--- src/hdl/fcbb_pkg.sv ---
// Package for the frame change bounding box block: shared widths, register
// indexes, beat and result types, and the dimension clamp.
// No dependencies.
package fcbb_pkg;

    // Largest frame dimension in pixels, and the widths that follow from it
    localparam int MAX_DIM = 4096;
    localparam int IDX_W   = $clog2(MAX_DIM);
    localparam int DIM_W   = IDX_W + 1;

    // Pixel and configuration port widths
    localparam int PIX_W      = 32;
    localparam int CFG_IDX_W  = 1;
    localparam int CFG_DATA_W = 13;

    // Stream data widths, padded to whole bytes
    localparam int IN_DATA_W  = 2 * PIX_W;
    localparam int RES_BITS   = 4 * DIM_W;
    localparam int OUT_DATA_W = ((RES_BITS + 7) / 8) * 8;

    // Register indexes
    localparam logic [CFG_IDX_W-1:0] REG_FRAME_WIDTH  = 1'd0;
    localparam logic [CFG_IDX_W-1:0] REG_FRAME_HEIGHT = 1'd1;

    // Reset values of the frame dimension registers
    localparam logic [CFG_DATA_W-1:0] RST_FRAME_WIDTH  = 13'd640;
    localparam logic [CFG_DATA_W-1:0] RST_FRAME_HEIGHT = 13'd480;

    // One input beat: a pixel of the new frame and the one it replaces
    typedef struct packed {
        logic [PIX_W-1:0] old_pixel;
        logic [PIX_W-1:0] new_pixel;
    } beat_t;

    // Clamped frame dimensions
    typedef struct packed {
        logic [DIM_W-1:0] height;
        logic [DIM_W-1:0] width;
    } dims_t;

    // One result beat
    typedef struct packed {
        logic             any_change;
        logic [DIM_W-1:0] bottom;
        logic [DIM_W-1:0] right;
        logic [DIM_W-1:0] top;
        logic [DIM_W-1:0] left;
    } result_t;

    // Map zero to one and anything above the maximum to the maximum
    function automatic logic [DIM_W-1:0] clamp_dim(input logic [CFG_DATA_W-1:0] v);
        logic [DIM_W-1:0] r;
        if (v == '0)
            r = DIM_W'(1);
        else if (DIM_W'(v) > DIM_W'(MAX_DIM))
            r = DIM_W'(MAX_DIM);
        else
            r = DIM_W'(v);
        return r;
    endfunction

endpackage

--- src/hdl/fcbb_input_stage.sv ---
// Input register of the frame change bounding box block: holds one pixel
// pair beat until the tracker takes it.
// Depends on fcbb_pkg.
module fcbb_input_stage
(
    input  logic           clk,
    input  logic           rst_n,
    input  logic           s_valid,
    output logic           s_ready,
    input  fcbb_pkg::beat_t s_beat,
    output logic           beat_valid,
    output fcbb_pkg::beat_t beat,
    input  logic           take
);

    logic            valid_reg;
    logic            valid_next;
    fcbb_pkg::beat_t beat_reg;

    // Accept a new beat when empty or when the held one leaves this cycle
    assign s_ready    = !valid_reg || take;
    assign valid_next = (s_valid && s_ready) || (valid_reg && !take);

    always_ff @(posedge clk or negedge rst_n)
    begin
        if (!rst_n)
            valid_reg <= 1'b0;
        else
            valid_reg <= valid_next;
    end

    // Load payload on accept
    always_ff @(posedge clk)
    begin
        if (s_valid && s_ready)
            beat_reg <= s_beat;
    end

    assign beat_valid = valid_reg;
    assign beat       = beat_reg;

endmodule

--- src/hdl/fcbb_tracker.sv ---
// Position counters, bounding box accumulation and result register of the
// frame change bounding box block.
// Depends on fcbb_pkg.
module fcbb_tracker
(
    input  logic              clk,
    input  logic              rst_n,
    input  fcbb_pkg::dims_t   dims,
    input  logic              beat_valid,
    input  fcbb_pkg::beat_t   beat,
    output logic              take,
    output logic              res_valid,
    input  logic              res_ready,
    output fcbb_pkg::result_t result
);

    localparam int IW = fcbb_pkg::IDX_W;
    localparam int DW = fcbb_pkg::DIM_W;

    logic [IW-1:0] col_reg, col_next;
    logic [IW-1:0] row_reg, row_next;
    logic [IW-1:0] min_col_reg, min_col_next;
    logic [IW-1:0] max_col_reg, max_col_next;
    logic [IW-1:0] min_row_reg, min_row_next;
    logic [IW-1:0] max_row_reg, max_row_next;
    logic          seen_reg, seen_next;
    logic          out_valid_reg, out_valid_next;
    fcbb_pkg::result_t result_reg, result_next;

    logic          diff;
    logic          last_col;
    logic          last_row;
    logic          frame_end;
    logic          emit;
    logic [IW-1:0] min_col_upd, max_col_upd, min_row_upd, max_row_upd;
    logic          seen_upd;

    // Position of the held beat within the frame
    assign diff      = beat.new_pixel != beat.old_pixel;
    assign last_col  = ({1'b0, col_reg} + DW'(1)) >= dims.width;
    assign last_row  = ({1'b0, row_reg} + DW'(1)) >= dims.height;
    assign frame_end = last_col && last_row;

    // Take the beat unless it ends a frame and the result slot is blocked
    assign take = beat_valid && (!frame_end || !out_valid_reg || res_ready);
    assign emit = take && frame_end;

    // Widen the box by the current position when the pixel changed
    always_comb
    begin
        min_col_upd = min_col_reg;
        max_col_upd = max_col_reg;
        min_row_upd = min_row_reg;
        max_row_upd = max_row_reg;
        seen_upd    = seen_reg;
        if (diff)
        begin
            if (col_reg < min_col_reg) min_col_upd = col_reg;
            if (col_reg > max_col_reg) max_col_upd = col_reg;
            if (row_reg < min_row_reg) min_row_upd = row_reg;
            if (row_reg > max_row_reg) max_row_upd = row_reg;
            seen_upd = 1'b1;
        end
    end

    // Advance counters, clear the box at frame end
    always_comb
    begin
        col_next     = col_reg;
        row_next     = row_reg;
        min_col_next = min_col_reg;
        max_col_next = max_col_reg;
        min_row_next = min_row_reg;
        max_row_next = max_row_reg;
        seen_next    = seen_reg;
        if (take)
        begin
            min_col_next = min_col_upd;
            max_col_next = max_col_upd;
            min_row_next = min_row_upd;
            max_row_next = max_row_upd;
            seen_next    = seen_upd;
            priority if (!last_col)
            begin
                col_next = col_reg + IW'(1);
            end
            else if (!last_row)
            begin
                col_next = '0;
                row_next = row_reg + IW'(1);
            end
            else
            begin
                col_next     = '0;
                row_next     = '0;
                min_col_next = '1;
                max_col_next = '0;
                min_row_next = '1;
                max_row_next = '0;
                seen_next    = 1'b0;
            end
        end
    end

    // Build the result from the updated box, zeros for an unchanged frame
    always_comb
    begin
        result_next = '0;
        if (seen_upd)
        begin
            result_next.left       = {1'b0, min_col_upd};
            result_next.top        = {1'b0, min_row_upd};
            result_next.right      = {1'b0, max_col_upd} + DW'(1);
            result_next.bottom     = {1'b0, max_row_upd} + DW'(1);
            result_next.any_change = 1'b1;
        end
    end

    // Hold the result until taken
    assign out_valid_next = emit || (out_valid_reg && !res_ready);

    always_ff @(posedge clk or negedge rst_n)
    begin
        if (!rst_n)
        begin
            col_reg       <= '0;
            row_reg       <= '0;
            min_col_reg   <= '1;
            max_col_reg   <= '0;
            min_row_reg   <= '1;
            max_row_reg   <= '0;
            seen_reg      <= 1'b0;
            out_valid_reg <= 1'b0;
        end
        else
        begin
            col_reg       <= col_next;
            row_reg       <= row_next;
            min_col_reg   <= min_col_next;
            max_col_reg   <= max_col_next;
            min_row_reg   <= min_row_next;
            max_row_reg   <= max_row_next;
            seen_reg      <= seen_next;
            out_valid_reg <= out_valid_next;
        end
    end

    always_ff @(posedge clk)
    begin
        if (emit)
            result_reg <= result_next;
    end

    assign res_valid = out_valid_reg;
    assign result    = result_reg;

    // A fresh result leaves the counters at the frame origin
    a_origin_after_emit: assert property (@(posedge clk) disable iff (!rst_n)
        $rose(out_valid_reg) |-> (col_reg == '0 && row_reg == '0))
        else $error("counters not cleared after frame end");

    // No change seen means the box is still empty
    a_empty_box: assert property (@(posedge clk) disable iff (!rst_n)
        !seen_reg |-> (min_col_reg == '1 && max_col_reg == '0 &&
                       min_row_reg == '1 && max_row_reg == '0))
        else $error("box widened without a change");

    // A changed frame gives a non-empty rectangle
    a_nonempty_rect: assert property (@(posedge clk) disable iff (!rst_n)
        (out_valid_reg && result_reg.any_change) |->
            (result_reg.right > result_reg.left && result_reg.bottom > result_reg.top))
        else $error("empty rectangle for a changed frame");

    // An unchanged frame gives all zeros
    a_zero_rect: assert property (@(posedge clk) disable iff (!rst_n)
        (out_valid_reg && !result_reg.any_change) |->
            (result_reg.left == '0 && result_reg.top == '0 &&
             result_reg.right == '0 && result_reg.bottom == '0))
        else $error("nonzero rectangle for an unchanged frame");

endmodule

--- src/hdl/frame_change_bounding_box_core.sv ---
// Top level of the frame change bounding box block: configuration registers,
// input register and tracker.
// Depends on fcbb_pkg, fcbb_input_stage and fcbb_tracker.
//
// Usage:
//   Stream pixel pairs (new frame, previous frame) on the s_ channel in
//   raster order, one beat per pixel. After the last pixel of each frame
//   (column frame_width-1 of row frame_height-1) one beat comes out on the
//   m_ channel: the half-open rectangle of changed pixels, or all zeros with
//   any_change low when the frame did not change.
//   Frame width and height are written through cfg_we/cfg_index/cfg_data;
//   zero counts as one and anything above 4096 as 4096. Write them between
//   frames.
// Timing:
//   One beat per cycle sustained unless a result waits on m_tready. A beat is
//   registered at the input and folded into the box when the tracker takes it;
//   the result is registered when the last beat of its frame is taken.
// Reset and stall:
//   Reset sets width 640, height 480 and starts a new frame at the origin.
//   While a result waits on m_tready, beats inside a frame keep flowing; only
//   the beat that closes the next frame waits in the input register, and
//   s_tready drops once that register is held.
module frame_change_bounding_box_core
(
    input  logic                                clk,
    input  logic                                rst_n,
    // configuration write port
    input  logic                                cfg_we,
    input  logic [fcbb_pkg::CFG_IDX_W-1:0]      cfg_index,
    input  logic [fcbb_pkg::CFG_DATA_W-1:0]     cfg_data,
    // pixel pair beats
    input  logic                                s_tvalid,
    output logic                                s_tready,
    input  logic [fcbb_pkg::IN_DATA_W-1:0]      s_tdata,   // new_pixel, old_pixel
    // result beats
    output logic                                m_tvalid,
    input  logic                                m_tready,
    output logic [fcbb_pkg::OUT_DATA_W-1:0]     m_tdata,   // left, top, right, bottom, zero pad
    output logic                                m_tuser    // any_change
);

    logic [fcbb_pkg::CFG_DATA_W-1:0] width_reg;
    logic [fcbb_pkg::CFG_DATA_W-1:0] height_reg;
    fcbb_pkg::dims_t                 dims;
    fcbb_pkg::beat_t                 s_beat;
    fcbb_pkg::beat_t                 beat;
    logic                            beat_valid;
    logic                            take;
    fcbb_pkg::result_t               result;

    // Configuration registers
    always_ff @(posedge clk or negedge rst_n)
    begin
        if (!rst_n)
        begin
            width_reg  <= fcbb_pkg::RST_FRAME_WIDTH;
            height_reg <= fcbb_pkg::RST_FRAME_HEIGHT;
        end
        else if (cfg_we)
        begin
            unique case (cfg_index)
                fcbb_pkg::REG_FRAME_WIDTH:  width_reg  <= cfg_data;
                fcbb_pkg::REG_FRAME_HEIGHT: height_reg <= cfg_data;
                default: ;
            endcase
        end
    end

    assign dims.width  = fcbb_pkg::clamp_dim(width_reg);
    assign dims.height = fcbb_pkg::clamp_dim(height_reg);

    // Unpack the input beat
    assign s_beat.new_pixel = s_tdata[fcbb_pkg::PIX_W-1:0];
    assign s_beat.old_pixel = s_tdata[fcbb_pkg::IN_DATA_W-1:fcbb_pkg::PIX_W];

    fcbb_input_stage u_input
    (
        .clk        (clk),
        .rst_n      (rst_n),
        .s_valid    (s_tvalid),
        .s_ready    (s_tready),
        .s_beat     (s_beat),
        .beat_valid (beat_valid),
        .beat       (beat),
        .take       (take)
    );

    fcbb_tracker u_tracker
    (
        .clk        (clk),
        .rst_n      (rst_n),
        .dims       (dims),
        .beat_valid (beat_valid),
        .beat       (beat),
        .take       (take),
        .res_valid  (m_tvalid),
        .res_ready  (m_tready),
        .result     (result)
    );

    // Pack the result beat
    assign m_tdata = {(fcbb_pkg::OUT_DATA_W - fcbb_pkg::RES_BITS)'(0),
                      result.bottom, result.right, result.top, result.left};
    assign m_tuser = result.any_change;

endmodule
--- config.mk ---
export PLATFORM = sky130hd
export DESIGN_NAME = frame_change_bounding_box_core
export DESIGN_NICKNAME = d
export VERILOG_FILES = /design/src/hdl/fcbb_pkg.sv /design/src/hdl/fcbb_input_stage.sv /design/src/hdl/fcbb_tracker.sv /design/src/hdl/frame_change_bounding_box_core.sv
export SDC_FILE = /design/constraint.sdc
export NUM_CORES = 1
export LEC_CHECK = 0
export BUFFER_PORTS_ARGS = -buffer_cell sky130_fd_sc_hd__buf_2
export CAP_MARGIN = 20
export CORE_MARGIN = 3
export CORE_UTILIZATION = 50
export CTS_CLUSTER_SIZE = 28
export DETAILED_ROUTE_END_ITERATION = 6
export HOLD_SLACK_MARGIN = 0.03
export PLACE_DENSITY = 0.7
export REMOVE_ABC_BUFFERS = 1
export SYNTH_ARGS = -nofsm -noshare
export SYNTH_HDL_FRONTEND = slang
export SYNTH_SLANG_ARGS = --single-unit
export TNS_END_PERCENT = 20
--- constraint.sdc ---
create_clock -name clk -period 11.4 [get_ports clk]
set_input_delay 0.57 -clock clk [delete_from_list [all_inputs] [get_ports clk]]
set_output_delay 0.57 -clock clk [all_outputs]
set_load 0.05 [all_outputs]
# [Word-level counts from Yosys, hierarchy flattened]
# Cells that the tools add are included.
# W data, S select, Z words.
[totals] regBits=218
[classes] n_mux=26 n_bitwise=1 eq_ne=1 n_addsub=6 magnitude_cmp=8 n_reduce_logical=21
[op_table] operator="$mux W12" n=18
[op_table] operator="$mux W53" n=1
[op_table] operator="$add A12 B1 Y13 const B" n=4
[op_table] operator="$mux W13" n=4
[op_table] operator="$ne A32 B32 Y1" n=1
[op_table] operator="$ge A13 B13 Y1" n=2
[op_table] operator="$gt A13 B13 Y1 const B" n=2
[op_table] operator="$logic_not A13 Y1" n=2
[op_table] operator="$add A12 B1 Y12 const B" n=2
[op_table] operator="$gt A12 B12 Y1" n=2
[op_table] operator="$lt A12 B12 Y1" n=2
[op_table] operator="$logic_and A1 B1 Y1" n=6
[op_table] operator="$reduce_and A2 Y1" n=3
[op_table] operator="$logic_not A1 Y1" n=5
[op_table] operator="$logic_or A1 B1 Y1" n=5
[op_table] operator="$mux W1" n=3
[op_table] operator="$not A1 Y1" n=1

# [Logic depth before layout (Yosys ltp)]
# Gate-level depths: netlist of run 1.
[logic_depth] ltp_word=12 ltp_mapped=16 ltp_nobuf=15

# [By module]
# From an unflattened synthesis of run 1, not the netlist that was laid out.
[hier_totals] cells_unflattened=1010 hier_area_um2=11468.5
[modules_own_cells] module="fcbb_tracker" instances=1 cells_per_inst=845 area_each_um2=8210.4 seq_area_each_um2=3413.3
[modules_own_cells] module="fcbb_input_stage" instances=1 cells_per_inst=68 area_each_um2=1975.6 seq_area_each_um2=1946.9
[modules_own_cells] module="frame_change_bounding_box_core" instances=1 cells_per_inst=97 area_each_um2=1282.5 seq_area_each_um2=658.1

# [Worst setup path after synthesis of run 1]
# OpenSTA, ideal clock, no wires.
[synth_path] kind="register to register" start="register u_tracker.row_reg[3]" end="register u_input.beat_reg (netlist bit u_input.beat[0]), enable pin" t_arrival_ns=7.806 path_stages_with_launch=15 setup_ns=0.585 path_slack_ns=3.009 path_cell_list="dfrtp_1 > buf_2 > and3_1 > and3_1 > buf_2 > nand4_1 > or2_1 > xnor2_1 > ha_1 > a21o_1 > a221oi_1 > o2bb2ai_1 > clkbuf_1 > nor2_1 > a21boi_0"
[synth_via] elab_chain_cells=9
[synth_lines] item="start, declared" line="fcbb_tracker.sv:21" rtl="logic [IW-1:0] row_reg, row_next;"
[synth_lines] item="start signal, assigned" line="fcbb_tracker.sv:138" rtl="row_reg <= row_next;"
[synth_lines] item="$add A12 B1 Y13" line="fcbb_tracker.sv:41" rtl="assign last_row = ({1'b0, row_reg} + DW'(1)) >= dims.height;"
[synth_lines] item="$ge A13 B13 Y1" line="fcbb_tracker.sv:41"
[synth_lines] item="$logic_and A1 B1 Y1" line="fcbb_tracker.sv:42" rtl="assign frame_end = last_col && last_row;"
[synth_lines] item="$logic_not A1 Y1" line="fcbb_tracker.sv:45" rtl="assign take = beat_valid && (!frame_end || !out_valid_reg || res_ready);"
[synth_lines] item="$logic_or A1 B1 Y1 (2 in series)" line="fcbb_tracker.sv:45"
[synth_lines] item="$logic_and A1 B1 Y1" line="fcbb_tracker.sv:45"
[synth_lines] item="$logic_or A1 B1 Y1" line="fcbb_input_stage.sv:21" rtl="assign s_ready = !valid_reg || take;"
[synth_lines] item="$logic_and A1 B1 Y1" line="fcbb_input_stage.sv:35" rtl="if (s_valid && s_ready)"
[synth_lines] item="end signal, assigned" line="fcbb_input_stage.sv:36" rtl="beat_reg <= s_beat;"
[synth_lines] item="end, declared" line="fcbb_input_stage.sv:18" rtl="fcbb_pkg::beat_t beat_reg;"
# No other way between the ends.
# A chain may end at the register's enable or synchronous reset.

# [Worst setup path in the final report of run 1]
[layout_path] start="register u_tracker.row_reg[3]" end="register u_tracker.result_reg (netlist bit u_tracker.result[36]), enable pin"
[layout_via] elab_chain_cells=8
[layout_lines] item="$add A12 B1 Y13 (*)" line="fcbb_tracker.sv:41"
[layout_lines] item="$ge A13 B13 Y1 (*)" line="fcbb_tracker.sv:41"
[layout_lines] item="$logic_and A1 B1 Y1 (*)" line="fcbb_tracker.sv:42"
[layout_lines] item="$logic_not A1 Y1" line="fcbb_tracker.sv:45"
[layout_lines] item="$logic_or A1 B1 Y1 (2 in series)" line="fcbb_tracker.sv:45"
[layout_lines] item="$logic_and A1 B1 Y1" line="fcbb_tracker.sv:45"
[layout_lines] item="$logic_and A1 B1 Y1 (*)" line="fcbb_tracker.sv:46" rtl="assign emit = take && frame_end;"
[layout_lines] item="net u_tracker.emit" line="fcbb_tracker.sv:34" rtl="logic emit;"
[layout_lines] item="end signal, assigned" line="fcbb_tracker.sv:151" rtl="result_reg <= result_next;"
[layout_lines] item="end, declared" line="fcbb_tracker.sv:28" rtl="fcbb_pkg::result_t result_reg, result_next;"
# Mark *: on every way through the listed nets, which the timed path passes. The rest lies on a longest branch.

==> results.md, run 1 <==
Hold path:
- The worst hold endpoint is u_input.beat[8]$_DFFE_PP_.
- The number of cells traversed by the worst hold path is 1.
- In this run the worst hold path is classified as in2reg.
- The startpoint identified for the worst hold timing path is s_tdata[8].

Pwr:
- The largest voltage drop on the vdd net is roughly 0.13 mV.
- The switching power total is slightly above 0.9 mW.
- The sequential group share of total power is 0.430.
- In this run the static leakage power is ~5.8 nW.
- The internal cell power is 1.707 mW.
- For this design the ratio of total power to cell area is ~190 mW/mm2.
- The share of total power dissipated in the clock network is 0.273.
- Of the total power, the share spent switching nets is 0.3469.
- The fraction of power consumed by combinational cells is 0.297.

STA:
- The minimum clock period after layout is about 5400 ps.
- The transition at the pin with the smallest max-transition slack is 1052 ps.
- The peak clock frequency supported by timing is ~180 MHz.
- The final hold violation count is 0.
- The final clock period utilization by the worst path is 0.4776.
- The number of endpoints failing setup at the final stage is 0.
- In the final timing run, aggregate negative setup slack is 0 ps.
- The relative slew slack is 0.2970.
- Setup repair after global routing left no endpoint under its margin.
- For the final database, setup skew stands at between 15 and 20 ps.
- The number of max-slew violations in the final report is 0.

Floorplan:
- The area of the core is 0.02361 mm2.
- During I/O placement, the number of pins put on the boundary was 142.
- The starting density of the core is 0.5117.
- The die area is about 0.026 mm2.
- The die is ~160 um tall.
- The floorplan has between 50 and 60 rows.
- The horizontal die dimension is between 150 and 200 um.

Yosys:
- The synthesized area per cell is 10.64 um2.
- The number of flops mapped to enable cells by yosys is roughly 120.
- The synthesized design contains about 220 register bits.
- After synthesis, the netlist uses 60 different library cells.
- The async set-or-reset flop fraction in the synthesized netlist is 0.4676.
- The sequential fraction of the synthesis area is 0.4981.
- Summed over all instances, the cell type with the most area after synthesis is edfxtp_1.
- Sorting the synthesized cells by area gives the leading types as edfxtp_1 29%, dfrtp_1 15%, ha_1 7.9%.
- Of the post-synthesis cell area, the dominant cell type holds 0.2858.
- Among all flip-flop cells after synthesis, the most frequent one is edfxtp_1.
- The yosys synthesis warning count is 0.
- The post-synthesis instance area is 0.01208 mm2.
- After technology mapping, the gate count stands at roughly 1,100.

Run status:
- The run finished with clean final reports.

Detailed routing:
- The number of optimization iterations in the first detailed-route pass is 5.
- The count of unresolved DRC violations after routing is 0.
- In this run, the number of DRC markers left after iteration 0 of detailed routing was between 700 and 800.
- The detailed router placed around 9,100 vias in this run.
- Dividing the detail-routed via count by the number of cells gives 5.793.
- In this run the remaining antenna-violating nets after routing total 0.
- The mean routed wirelength per cell is approximately 18 um.
- The detailed-route wire length is 28,020 um.

Finish:
- At the end of the flow the core is filled with cells to 0.5788.
- The number of filler instances in the final layout is slightly above 2,000.
- Compared with the post-synthesis result, the final layout area differs by 13.12%.
- The net count of the finished layout is 1,390.
- The number of flip-flops in the largest register is 64.
- The share of post-route cells with drive strength above 1 is 0.2115.

Critical path:
- Data on the critical path is required at its endpoint by around 12,000 ps.
- Traced cell by cell, the critical path runs through and3_1 -> and3_1 -> nand4_1 -> or2_1 -> xnor2_1 -> ha_1 -> a21o_1 -> a221oi_1 -> and2_1 -> o21bai_1 -> nor2_4 -> buf_4.
- The capturing point of the worst reg2reg path is u_tracker.result[36]$_SDFFCE_PN0P_.
- Counting stages on the worst path, the most repeated cell is and3_1.
- The type of destination of the critical path is a flip-flop.
- The biggest cell delay along the critical path is slightly above 600 ps.
- In this run the critical register-to-register path is launched from u_tracker.row_reg[3]$_DFFE_PN0P_.
- The cell depth of the worst flop-to-flop path is 12.
- The maximum net fanout on the critical path is 36.
- For the worst setup path, the data arrival time is about 5600 ps.
- The slowest library cell on the worst path is a221oi_1.
- The setup path with the least slack is of type reg2reg.
- In this run the register-to-register setup slack is around 6000 ps.
- The type of element launching the critical path is a flip-flop.

Clock network:
- The clock root buffer is clkbuf_16.
- The number of clock buffers added by TritonCTS is 23.
- The clock sink total is ~220.
- The number of gates given a new drive strength after cts is 0.
- The clock-pin slew on the worst setup and hold paths is 60 ps.
- In this run the number of H-tree levels came out at 1.
- The clock tree buffer depth is 3.
- TritonCTS built the clock tree.
- After clock tree synthesis, the setup repair step added 0 buffers.
- The clock latency of the later-clocked register in the worst-skew pair is about 530 ps.

GRT:
- Entering global routing, the biggest net connects 75 pins.
- The number of antenna violations at the first check in global routing is 3.
- The total routing resource utilization after global routing is 0.2158.
- The first global-routing pass estimated 46,170 um of wire.
- The total congestion overflow is 0.
- The via count of the first global-routing pass is between 8,000 and 9,000.

Place:
- The routability congestion estimate from global placement is ~0.91.
- Input and output buffers added on the ports amount to roughly 140.
- Summed over all nets, the half-perimeter wirelength after detailed placement is around 19,000 um.

Flow run:
- The max capacitance violation total is 0.
[cells by family after synthesis]
logic type,synth area share
AND/OR/NAND/NOR,0.1365
multiplexers,0.02786
AO/OA/AOI/OAI,0.1523
other,0.0003104
buffers and inverters,0.05106
XOR/XNOR,0.05510
adder cells (fa/ha/maj),0.07871
flip-flops,0.4981
[metrics by stage]
stage          hold WS (ps)  cells  setup WS (ps)  power [mW]  instance area (um2)
2_1_floorplan         274.4   1057           3089       1.668                11710
5_1_grt               200.8   1568           5528       2.789                13660
6_report              214.9   1569           5956       2.614                13670
3_5_place_dp          476.9   1523           6054       1.902                12930
4_1_cts               200.1   1566           6008       2.624                13650
3_3_place_gp          473.9   1523           6191       1.876                12930
[worst max-delay path by stage]
stage	start	to	slack, ps
2_1_floorplan	u_tracker.row_reg[3]$_DFFE_PN0P_	u_input.beat[0]$_DFFE_PP_	3090
3_3_place_gp	u_tracker.row_reg[3]$_DFFE_PN0P_	u_tracker.result[33]$_SDFFCE_PN0P_	6190
3_5_place_dp	u_tracker.row_reg[3]$_DFFE_PN0P_	u_tracker.result[38]$_SDFFCE_PN0P_	6050
4_1_cts	u_tracker.row_reg[3]$_DFFE_PN0P_	u_tracker.result[26]$_SDFFCE_PN0P_	6010
5_1_grt	u_tracker.row_reg[3]$_DFFE_PN0P_	u_tracker.result[5]$_SDFFCE_PN0P_	5530
6_report	u_tracker.row_reg[3]$_DFFE_PN0P_	u_tracker.result[36]$_SDFFCE_PN0P_	5960
[power by group through the flow]
stage / clock [mW] / combinational [mW] / sequential [mW]
after global routing: 0.763 / 0.882 / 1.14
after floorplan: 0 / 0.556 / 1.11
after detailed placement: 0 / 0.768 / 1.13
after global placement: 0 / 0.748 / 1.13
after CTS: 0.728 / 0.776 / 1.12
final: 0.713 / 0.776 / 1.12
[synth_stat cells (all sizes together), types with 30 or more instances]
master,n
edfxtp,115
xor2,39
dfstp,30
nor2,48
a211oi,65
dfrtp,71
nor4,42
inv,59
ha,76
nand3,48
clkbuf,54
a21oi,50
nand2,66
xnor2,37
o21ai,56
[per-layer routing]
layer,track usage,up-vias,wire (um)
met4,0.06844,4,841
met5,0,-,14
met3,0.04796,60,2314
li1,-,4375,-
met2,0.3285,358,12310
met1,0.3093,4293,12540
[worst max-delay path: cells and delay by family (launching register included)]
| kind | cells | cell delay [ps] |
|---|---|---|
| buf+inv | 1 | 520 |
| fa+ha+maj | 1 | 290 |
| compound gates | 3 | 1230 |
| xor+xnor | 1 | 230 |
| simple gates | 6 | 2210 |
| flops | 1 | 580 |
[cells in the final DEF (no fill, tap or decap), types with 47 or more instances in the layout]
master / instances
nand3_1: 47
ha_1: 76
inv_1: 59
edfxtp_1: 115
a21oi_1: 48
o21ai_0: 50
dfrtp_1: 71
buf_2: 134
nand2_1: 66
a211oi_1: 65
[cell type report]
cell class / instances / area, um2 / share of cell area
Antenna cell: 2 / 5.005 / 0.0003662
Clock buffer: 28 / 604.3 / 0.04422
Clock inverter: 14 / 110.1 / 0.008056
Inverter: 59 / 221.5 / 0.01620
Multi-Input combinational cell: 782 / 5523 / 0.4041
Sequential cell: 216 / 6018 / 0.4404
Tap cell: 319 / 399.1 / 0.02920
Timing Repair Buffer: 149 / 785.8 / 0.05749
[timing repair]
action                                 4_1_cts  5_1_grt
setup endpoints to repair                    0        0
endpoints found under the hold margin        8        0
hold buffers                                 1        0
(Power assumes the default switching activity.)
==> run 2, diff against run 1 <==
--- a/config.mk
+++ b/config.mk
@@ -5,6 +5,7 @@
 export SDC_FILE = /design/constraint.sdc
 export NUM_CORES = 1
 export LEC_CHECK = 0
+export ABC_AREA = 1
 export BUFFER_PORTS_ARGS = -buffer_cell sky130_fd_sc_hd__buf_2
 export CAP_MARGIN = 20
 export CORE_MARGIN = 3
==> constraint.sdc (replaced) <==
create_clock -name clk -period 5.1 [get_ports clk]
set_input_delay 0.255 -clock clk [delete_from_list [all_inputs] [get_ports clk]]
set_output_delay 0.255 -clock clk [all_outputs]
set_load 0.05 [all_outputs]
==> run 2 against run 1 <==
  * Sequential cell count did not move
  * Sequential power rose by 140%
  * Clock skew fell by 3.4 ps
  * Combinational power rose to 5.2 times the previous value
  * Critical path type unchanged
  * Setup slack got worse by 5100 ps
  * Synthesized cell count rose by 21%
  * Routed wire length rose by 4.9%
  * Total power rose to 3.2 times the previous value
  * Largest cell class unchanged
  * Register-to-register slack got worse by 5100 ps
==> results.md, run 2 <==
GRT:
- The first-pass GRT wire length was 48,360 um (was 46,170 um).
- The maximum number of pins on one net before global-route repair is 76 (was 75).
- The total congestion overflow is 0 (unchanged).
- The number of antenna violations at the first check in global routing came to 0 (was 3).
- The via count of the first global-routing pass came to 9,685 (was 8,894).
- The total routing resource utilization after global routing is 0.2262 (was 0.2158).

Detailed routing:
- The per-cell via count in the routed design is 5.088 (was 5.793).
- The count of vias placed by the detailed router was 9,749 (was 9,090).
- The initial DRC count is 637 (was 723).
- The detailed-route wire length came to 29,390 um (was 28,020 um).
- The number of nets still failing antenna checks after routing came to 0 (unchanged).
- The count of unresolved DRC violations after routing is 0 (unchanged).
- The number of optimization iterations in the first detailed-route pass came to 5 (unchanged).
- The mean routed wirelength per cell came to 15.34 um (was 17.86 um).

Critical path:
- The cell depth of the worst flop-to-flop path is 25 (was 12).
- The cell occurring most often along the worst timing path is nand2_1 (was and3_1).
- The type of element launching the critical path is a flip-flop (unchanged).
- The maximum net fanout on the critical path was 46 (was 36).
- The type of destination of the critical path is a flip-flop (unchanged).
- The biggest cell delay along the critical path is 490 ps (was 620 ps).
- The type of the worst setup path is reg2reg (unchanged).
- The critical path arrival is 4430 ps (was 5610 ps).
- The slowest library cell on the worst path is dfrtp_1 (was a221oi_1).
- The required time of the critical path is 5290 ps (was 11,560 ps).

STA:
- The transition at the pin with the smallest max-transition slack is 921.2 ps (was 1052 ps).
- The peak clock frequency supported by timing is 235.7 MHz (was 183.7 MHz).
- The post-route clock skew came to 11.71 ps (was 15.09 ps).
- The final clock period utilization by the worst path is 0.8317 (was 0.4776).
- The post-route setup TNS was 0 ps (unchanged).
- The minimum clock period after layout was 4242 ps (was 5444 ps).
- The relative slew slack came to 0.3859 (was 0.2970).
- The number of endpoints failing setup at the final stage is 0 (unchanged).
- Setup repair after global routing missed its margin: false (unchanged).
- The number of max-slew violations in the final report is 0 (unchanged).
- The final hold violation count is 0 (unchanged).
- The hold slack was 43.38 ps (was 214.9 ps).

Yosys:
- The top flip-flop cell by instance count after synthesis is edfxtp_1 (unchanged).
- The area fraction in compound gates after synthesis is 0.09734 (was 0.1523).
- The async set-or-reset flop fraction in the synthesized netlist is 0.4676 (unchanged).
- Commonest cells in the netlist: 355 x nand2_1, 175 x inv_1, 117 x nor2_1, 115 x edfxtp_1, 100 x o21ai_0 (was 115 x edfxtp_1, 76 x ha_1, 71 x dfrtp_1, 66 x nand2_1, 65 x a211oi_1).
- The post-synthesis instance area is 0.01203 mm2 (was 0.01208 mm2).
- The dominant combinational cell family by area after synthesis is simple AND/OR/NAND/NOR gates (was compound AO/OA/AOI/OAI gates).
- The simple-gate share of the synthesized area came to 0.2132 (was 0.1365).
- The most frequently used cell type in the post-synthesis netlist is nand2_1 (was edfxtp_1).
- The cell count after synthesis is 1,376 (was 1,135).
- The number of register bits inferred by synthesis is 216 (unchanged).
- The count of distinct cell types in the synthesized netlist is 52 (was 60).
- The sequential fraction of the synthesis area is 0.5002 (was 0.4981).
- The library cell occupying the most area in the post-synthesis netlist is edfxtp_1 (unchanged).
- The parity-gate share of the synthesized area counting xor and xnor cells is 0.03130 (was 0.05510).
- The mux share of post-synthesis cell area was 0 (was 0.02786).
- The synthesized area per cell is 8.744 um2 (was 10.64 um2).
- The yosys synthesis warning count was 0 (unchanged).
- The adder-cell share of the synthesized area came to 0.07903 (was 0.07871).
- Biggest area contributors in the synthesized netlist: edfxtp_1 29%, dfrtp_1 15%, nand2_1 11% (was edfxtp_1 29%, dfrtp_1 15%, ha_1 7.9%).
- The number of flops mapped to enable cells by yosys was 115 (unchanged).
- The area share of the leading cell type in the synthesized netlist is 0.2870 (was 0.2858).

Hold path:
- The number of cells traversed by the worst hold path is 3 (was 1).
- The worst min-delay path class was in2reg (unchanged).

Floorplan:
- The die area is 0.02596 mm2 (was 0.02606 mm2).
- The total number of placement rows was 56 (unchanged).
- The I/O pin count is 142 (unchanged).
- The horizontal die dimension is 161.1 um (was 161.4 um).
- The overall die height is 161.1 um (was 161.4 um).
- The starting density of the core came to 0.5111 (was 0.5117).
- The area of the core is 0.02354 mm2 (was 0.02361 mm2).

Flow run:
- The max capacitance violation total was 0 (unchanged).

Finish:
- The net count of the finished layout is 1,738 (was 1,390).
- The cell area after layout is 0.01455 mm2 (was 0.01367 mm2).
- Most used cells in the layout excluding fill and tap cells: 355 x nand2_1, 174 x inv_1, 134 x buf_2, 116 x nor2_1, 115 x edfxtp_1 (was 134 x buf_2, 115 x edfxtp_1, 76 x ha_1, 71 x dfrtp_1, 66 x nand2_1).
- The number of diodes added for antenna fixing is 0 (was 2).
- The number of flip-flops in the largest register is 64 (unchanged).
- The most common cell after layout, fill and taps aside is nand2_1 (was buf_2).
- The synthesis-to-layout area growth is 20.94% (was 13.12%).
- The utilization of the core after routing is 0.6181 (was 0.5788).
- The number of filler instances in the final layout is 1,972 (was 2,028).
- The share of post-route cells with drive strength above 1 was 0.1684 (was 0.2115).
- The final non-filler cell total is 1,916 (was 1,569).

Clock network:
- The clock root buffer is clkbuf_16 (unchanged).
- The clock latency of the later-clocked register in the worst-skew pair came to 520 ps (was 530 ps).
- The clock-pin slew on the worst setup and hold paths is 60 ps (about the same).
- The number of gates given a new drive strength after cts is 0 (unchanged).
- The number of hold buffers added after CTS is 75 (was 1).
- The buffers inserted during post-CTS setup optimization came to 0 (unchanged).
- The number of buffers added by the clock tree synthesis step is 24 (was 23).
- The TritonCTS clock tree was done (unchanged).
- The clock sink total is 216 (unchanged).
- The clock tree buffer depth is 3 (unchanged).
- The number of levels in the clock H-tree is 1 (unchanged).

Pwr:
- The net switching share of the total power was 0.4336 (was 0.3469).
- The internal cell power came to 4.810 mW (was 1.707 mW).
- The power per cell area was 583.6 mW/mm2 (was 191.2 mW/mm2).
- The leakage dissipation came to 6.738 nW (was 5.824 nW).
- The relative contribution of the clock network to total power was 0.214 (was 0.273).
- The sequential group share of total power came to 0.315 (was 0.430).
- The switching power total is 3.683 mW (was 0.9066 mW).
- The largest voltage drop on the vdd net is 0.2765 mV (was 0.1280 mV).
- The fraction of power consumed by combinational cells was 0.471 (was 0.297).

Place:
- The placed cell area came to 0.01294 mm2 (was 0.01293 mm2).
- The number of cells after detailed placement is 1,797 (was 1,523).
- The number of port buffers is 135 (unchanged).
- The post-DP HPWL was 19,870 um (was 19,490 um).
- The routability congestion estimate from global placement came to 0.8381 (was 0.9141).

Run status:
- Run status: complete, no violations (unchanged).
-- run 2: cell types whose count changed in the layout (fill, tap and decap cells not counted), sizes merged, moves of 18 or more --
| cell | previous run | this run |
|---|---|---|
| nand2 | 66 | 374 |
| inv | 60 | 178 |
| nor2 | 48 | 130 |
| o21ai | 56 | 132 |
| dlygate4sd3 | 1 | 75 |
| a211oi | 65 | 0 |
| nor4 | 42 | 5 |
| mux2 | 29 | 0 |
| a21o | 24 | 3 |
| and3 | 21 | 0 |
| nand2b | 21 | 0 |
| xor2 | 39 | 20 |
| a21oi | 50 | 68 |
-- run 2: worst paths after layout --
kind,startpoint,end,slack (ps)
max in group asynchronous,rst_n,u_tracker.min_row_reg[7]$_DFFE_PN1N_,3650
worst max-delay path,u_tracker.row_reg[2]$_DFFE_PN0P_,u_tracker.result[36]$_SDFFCE_PN0P_,860
worst max register to register,u_tracker.row_reg[2]$_DFFE_PN0P_,u_tracker.result[36]$_SDFFCE_PN0P_,860
worst min-delay path,cfg_data[2],width_reg[2]$_DFFE_PN0P_,40
min in group asynchronous,rst_n,u_tracker.col_reg[0]$_DFFE_PN0N_,360
worst min register to register,u_tracker.max_col_reg[3]$_DFFE_PN0N_,u_tracker.max_col_reg[3]$_DFFE_PN0N_,490
-- run 2: logic make-up after synthesis --
family / count (synthesis)
adders and majority gates: 76
and+or+nand+nor: 598
AOI/OAI and AO/OA: 216
xor gates and xnor gates: 43
DFF: 216
other: 1
buffers and inverters: 226
-- run 2: per-layer routing --
metal / routed length, um / vias to the layer above / global-route usage
li1: - / 4916 / -
met1: 13390 / 4515 / 0.3052
met2: 13540 / 271 / 0.3796
met3: 1931 / 47 / 0.04514
met4: 532 / 0 / 0.05358
met5: 0 / - / 0
-- run 2: power by group through the flow --
| stage | combinational [mW] | sequential [mW] | clock (mW) |
|---|---|---|---|
| CTS | 4.01 | 2.67 | 1.85 |
| global route | 4.61 | 2.73 | 1.92 |
| detailed placement | 3.93 | 2.70 | 0 |
| finish | 4.00 | 2.68 | 1.82 |
| floorplan | 2.92 | 2.74 | 0 |
| global placement | 3.84 | 2.68 | 0 |
-- run 2: cell type report --
| type | instances | area, um2 | share of cell area |
|---|---|---|---|
| Clock buffer | 34 | 767.0 | 0.05271 |
| Multi-Input combinational cell | 939 | 5094 | 0.3500 |
| Inverter | 181 | 685.7 | 0.04712 |
| Clock inverter | 10 | 93.84 | 0.006449 |
| Tap cell | 319 | 399.1 | 0.02743 |
| Timing Repair Buffer | 217 | 1494 | 0.1027 |
| Sequential cell | 216 | 6018 | 0.4136 |
-- run 2: through the flow --
step	total power [mW]	setup slack [ps]
6_report	8.493	858.1
5_1_grt	9.260	425.5
4_1_cts	8.527	850.8
3_5_place_dp	6.632	882.8
3_3_place_gp	6.521	1020
2_1_floorplan	5.663	-719.3
-- run 2: worst max-delay path: cells and delay by family, from the launching register on --
kind	cells	cell delay (ps)
DFF	1	490
adders and majority gates	1	280
and+or+nand+nor	12	1360
xor gates and xnor gates	1	230
AOI/OAI and AO/OA	4	530
buffers and inverters	7	1020
==> run 3, diff against run 2 <==
--- a/config.mk
+++ b/config.mk
@@ -13,7 +13,7 @@
 export CTS_CLUSTER_SIZE = 28
 export DETAILED_ROUTE_END_ITERATION = 6
 export HOLD_SLACK_MARGIN = 0.03
-export PLACE_DENSITY = 0.7
+export PLACE_DENSITY = 0.73
 export REMOVE_ABC_BUFFERS = 1
 export SYNTH_ARGS = -nofsm -noshare
 export SYNTH_HDL_FRONTEND = slang
==> constraint.sdc (replaced) <==
create_clock -name clk -period 3.9 [get_ports clk]
set_input_delay 0.195 -clock clk [delete_from_list [all_inputs] [get_ports clk]]
set_output_delay 0.195 -clock clk [all_outputs]
set_load 0.05 [all_outputs]
==> run 3 against run 2 <==
  * Register-to-register slack got worse by 710 ps
  * Setup slack got worse by 850 ps
  * Sequential cell count unchanged
  * Critical endpoint is now s_tready
  * Via count increased by 2.2%
  * Cell area increased by 2.4%
  * Global-route usage increased by 0.18 points
  * Largest cell class unchanged
  * Die area unchanged
  * Utilization increased by 1.5 points
  * Total power increased by 32%
  * Count of clock-buffer cells in the layout decreased by 6
==> results.md, run 3 (synthesis gave the netlist of run 2 again) <==
Finish:
- The net count of the finished layout was 1,769 (was 1,738).
- The cell area after layout was 0.01490 mm2 (was 0.01455 mm2).
- The number of diodes added for antenna fixing came to 0 (unchanged).
- The final non-filler cell total came to 1,945 (was 1,916).
- The synthesis-to-layout area growth is 23.88% (was 20.94%).
- The most common cell after layout, fill and taps aside is nand2_1 (unchanged).
- The number of flip-flops in the largest register is 64 (unchanged).
- The share of post-route cells with drive strength above 1 is 0.1863 (was 0.1684).
- Most used cells in the layout excluding fill and tap cells: 354 x nand2_1, 172 x inv_1, 133 x buf_2, 115 x edfxtp_1, 113 x nor2_1 (was 355 x nand2_1, 174 x inv_1, 134 x buf_2, 116 x nor2_1, 115 x edfxtp_1).

GRT:
- The total routing resource utilization after global routing is 0.2280 (was 0.2262).
- The maximum number of pins on one net before global-route repair is 79 (was 76).
- The via count of the first global-routing pass was 9,733 (was 9,685).
- The number of antenna violations at the first check in global routing was 0 (unchanged).
- The total congestion overflow is 0 (unchanged).
- The first-pass GRT wire length is 48,870 um (was 48,360 um).

Critical path:
- The biggest cell delay along the critical path came to 410 ps (was 490 ps).
- The maximum net fanout on the critical path is 5 (was 46).
- The slowest library cell on the worst path was dfrtp_2 (was dfrtp_1).
- Traced cell by cell, the critical path runs through inv_2 -> nor3_4 -> nand2_1 -> nor2_2 -> nand3_2 -> nor2_1 -> nand2_1 -> nor3_2 -> xor2_1 -> ha_1 -> nand2_2 -> inv_2 -> a31oi_1 -> o21ai_1 -> a21oi_2 -> o311ai_4 -> nand2_2 -> inv_2 -> nand2_4 -> nor2_4 -> inv_2 -> buf_8.
- The type of the worst setup path is reg2out (was reg2reg).
- The type of element launching the critical path is a flip-flop (unchanged).
- The critical path arrival came to 3700 ps (was 4430 ps).
- The cell occurring most often along the worst timing path is inv_2 (was nand2_1).
- The required time of the critical path is 3700 ps (was 5290 ps).
- The type of destination of the critical path is an output pin (was flip-flop).

STA:
- The final hold violation count is 0 (unchanged).
- The smallest setup slack after layout came to 9.745 ps (was 858.1 ps).
- The post-route clock skew is 14.75 ps (was 11.71 ps).
- The post-route setup TNS came to 0 ps (unchanged).
- The transition at the pin with the smallest max-transition slack is 709.3 ps (was 921.2 ps).
- The peak clock frequency supported by timing is between 200 and 300 MHz.
- For the finished layout, the period the worst path requires is around 3900 ps.
- The relative slew slack is 0.5260 (was 0.3859).
- The number of endpoints failing setup at the final stage came to 0 (unchanged).
- The number of max-slew violations in the final report is 0 (unchanged).
- Setup repair after global routing missed its margin: true (was false).
- Of the available clock period, the critical path in the final layout requires 0.9975.

Floorplan:
- The total number of placement rows is 56 (unchanged).
- The I/O pin count is 142 (unchanged).
- The horizontal die dimension is 161.1 um (unchanged).
- The area of the core came to 0.02354 mm2 (unchanged).
- The die area is 0.02596 mm2 (unchanged).
- The overall die height was 161.1 um (unchanged).
- The starting density of the core was 0.5111 (unchanged).

Place:
- The placed cell area is 0.01304 mm2 (was 0.01294 mm2).
- The number of cells after detailed placement is 1,809 (was 1,797).
- The post-placement setup slack was 167.4 ps (was 882.8 ps).
- The number of port buffers is 135 (unchanged).
- The routability congestion estimate from global placement was 0.8444 (was 0.8381).
- The post-DP HPWL is 20,170 um (was 19,870 um).

Clock network:
- The clock tree buffer depth came to 3 (unchanged).
- The number of levels in the clock H-tree was 1 (unchanged).
- The clock-pin slew on the worst setup and hold paths is 70 ps (was 60 ps).
- The TritonCTS clock tree is done (unchanged).
- The number of buffers added by the clock tree synthesis step is 24 (unchanged).
- The clock root buffer is clkbuf_16 (unchanged).
- The clock latency of the later-clocked register in the worst-skew pair is 520 ps (about the same).
- The clock sink total is 216 (unchanged).

Detailed routing:
- The per-cell via count in the routed design was 5.124 (was 5.088).
- The number of optimization iterations in the first detailed-route pass is 5 (unchanged).
- The mean routed wirelength per cell is 15.77 um (was 15.34 um).
- The detailed-route wire length was 30,670 um (was 29,390 um).
- The count of unresolved DRC violations after routing is 0 (unchanged).
- The count of vias placed by the detailed router was 9,966 (was 9,749).
- The initial DRC count is 817 (was 637).
- The number of nets still failing antenna checks after routing is 0 (unchanged).

Pwr:
- The internal cell power came to 6.333 mW (was 4.810 mW).
- The switching power total is 4.844 mW (was 3.683 mW).
- The net switching share of the total power is 0.4334 (was 0.4336).
- The leakage dissipation is 6.955 nW (was 6.738 nW).
- The largest voltage drop on the vdd net is 0.4430 mV (was 0.2765 mV).
- The power per cell area is 749.9 mW/mm2 (was 583.6 mW/mm2).
- The fraction of power consumed by combinational cells came to 0.485 (was 0.471).
- The relative contribution of the clock network to total power is 0.203 (was 0.214).
- The sequential group share of total power is 0.312 (was 0.315).

Flow run:
- The max capacitance violation total was 0 (unchanged).

Run status:
- Run status: complete, no violations (unchanged).

Hold path:
- The worst min-delay path class is in2async (was in2reg).
[run 3: changes by cell type in the layout (fill, tap and decap cells not counted), sizes merged]
cell         delta
buf            +24
clkinv          +7
clkinvlp        -5
dlygate4sd3     +5
clkbuf          -4
bufinv          +2
[run 3: final cells by class]
| cell class | count | area (um2) |
|---|---|---|
| multi-input combinational | 939 | 5189 |
| fill | 1858 | 8638 |
| tap | 319 | 399.1 |
| timing repair buffer | 248 | 1824 |
| inverter | 181 | 690.7 |
| clock buffer | 28 | 636.9 |
| clock inverter | 14 | 143.9 |
| sequential | 216 | 6021 |
[run 3: path summary, 6_finish.rpt]
path | slack, ps | depth (start not counted) | to | start
max in group asynchronous | 3200 | 3 | u_tracker.min_row_reg[2]$_DFFE_PN1N_ | rst_n
min in group clk | 390 | 4 | height_reg[6]$_DFFE_PN1P_ | cfg_we
max | 10 | 22 | s_tready | u_tracker.row_reg[1]$_DFFE_PN0P_
max reg2reg | 150 | 24 | u_tracker.result[51]$_SDFFCE_PN0P_ | u_tracker.row_reg[1]$_DFFE_PN0P_
min reg2reg | 490 | 2 | width_reg[12]$_DFFE_PN0P_ | width_reg[12]$_DFFE_PN0P_
min | 50 | 2 | width_reg[2]$_DFFE_PN0P_ | rst_n
[run 3: layer usage]
metal  global-route usage  wire, um
met2               0.3855     14650
met5                    0         0
met3              0.03950      1887
met4              0.06062       592
met1               0.3064     13530
[run 3: timing repair]
action,in CTS,in global routing
hold endpoints to repair,147,0
setup buffers,2,8
setup endpoints to repair,1,188
pin swaps,0,11
resized for setup,8,23
hold buffers,80,0
gates cloned,0,3
[run 3: per-stage QoR]
step / power [mW] / util / hold WS (ps)
after floorplan: 7.406 / - / -100.6
after global placement: 8.504 / 0.5540 / 371.8
after detailed placement: 8.684 / 0.5540 / 373.7
after CTS: 11.09 / 0.6230 / 364.8
after global routing: 12.14 / 0.6331 / 66.08
final: 11.18 / 0.6331 / 50.84
[run 3: power groups by stage]
stage	sequential, mW	clock [mW]	combinational, mW
floorplan	3.58	0	3.82
global placement	3.50	0	5.01
detailed placement	3.52	0	5.17
CTS	3.48	2.30	5.31
global route	3.54	2.40	6.20
finish	3.49	2.27	5.42
[run 3: critical path, delay by kind of cell (launching register included)]
| kind | cells | cell delay [ps] |
|---|---|---|
| adder cells (fa/ha/maj) | 1 | 290 |
| AO/OA/AOI/OAI | 4 | 550 |
| flip-flops | 1 | 410 |
| AND/OR/NAND/NOR | 11 | 1310 |
| buffers and inverters | 5 | 390 |
| XOR/XNOR | 1 | 240 |
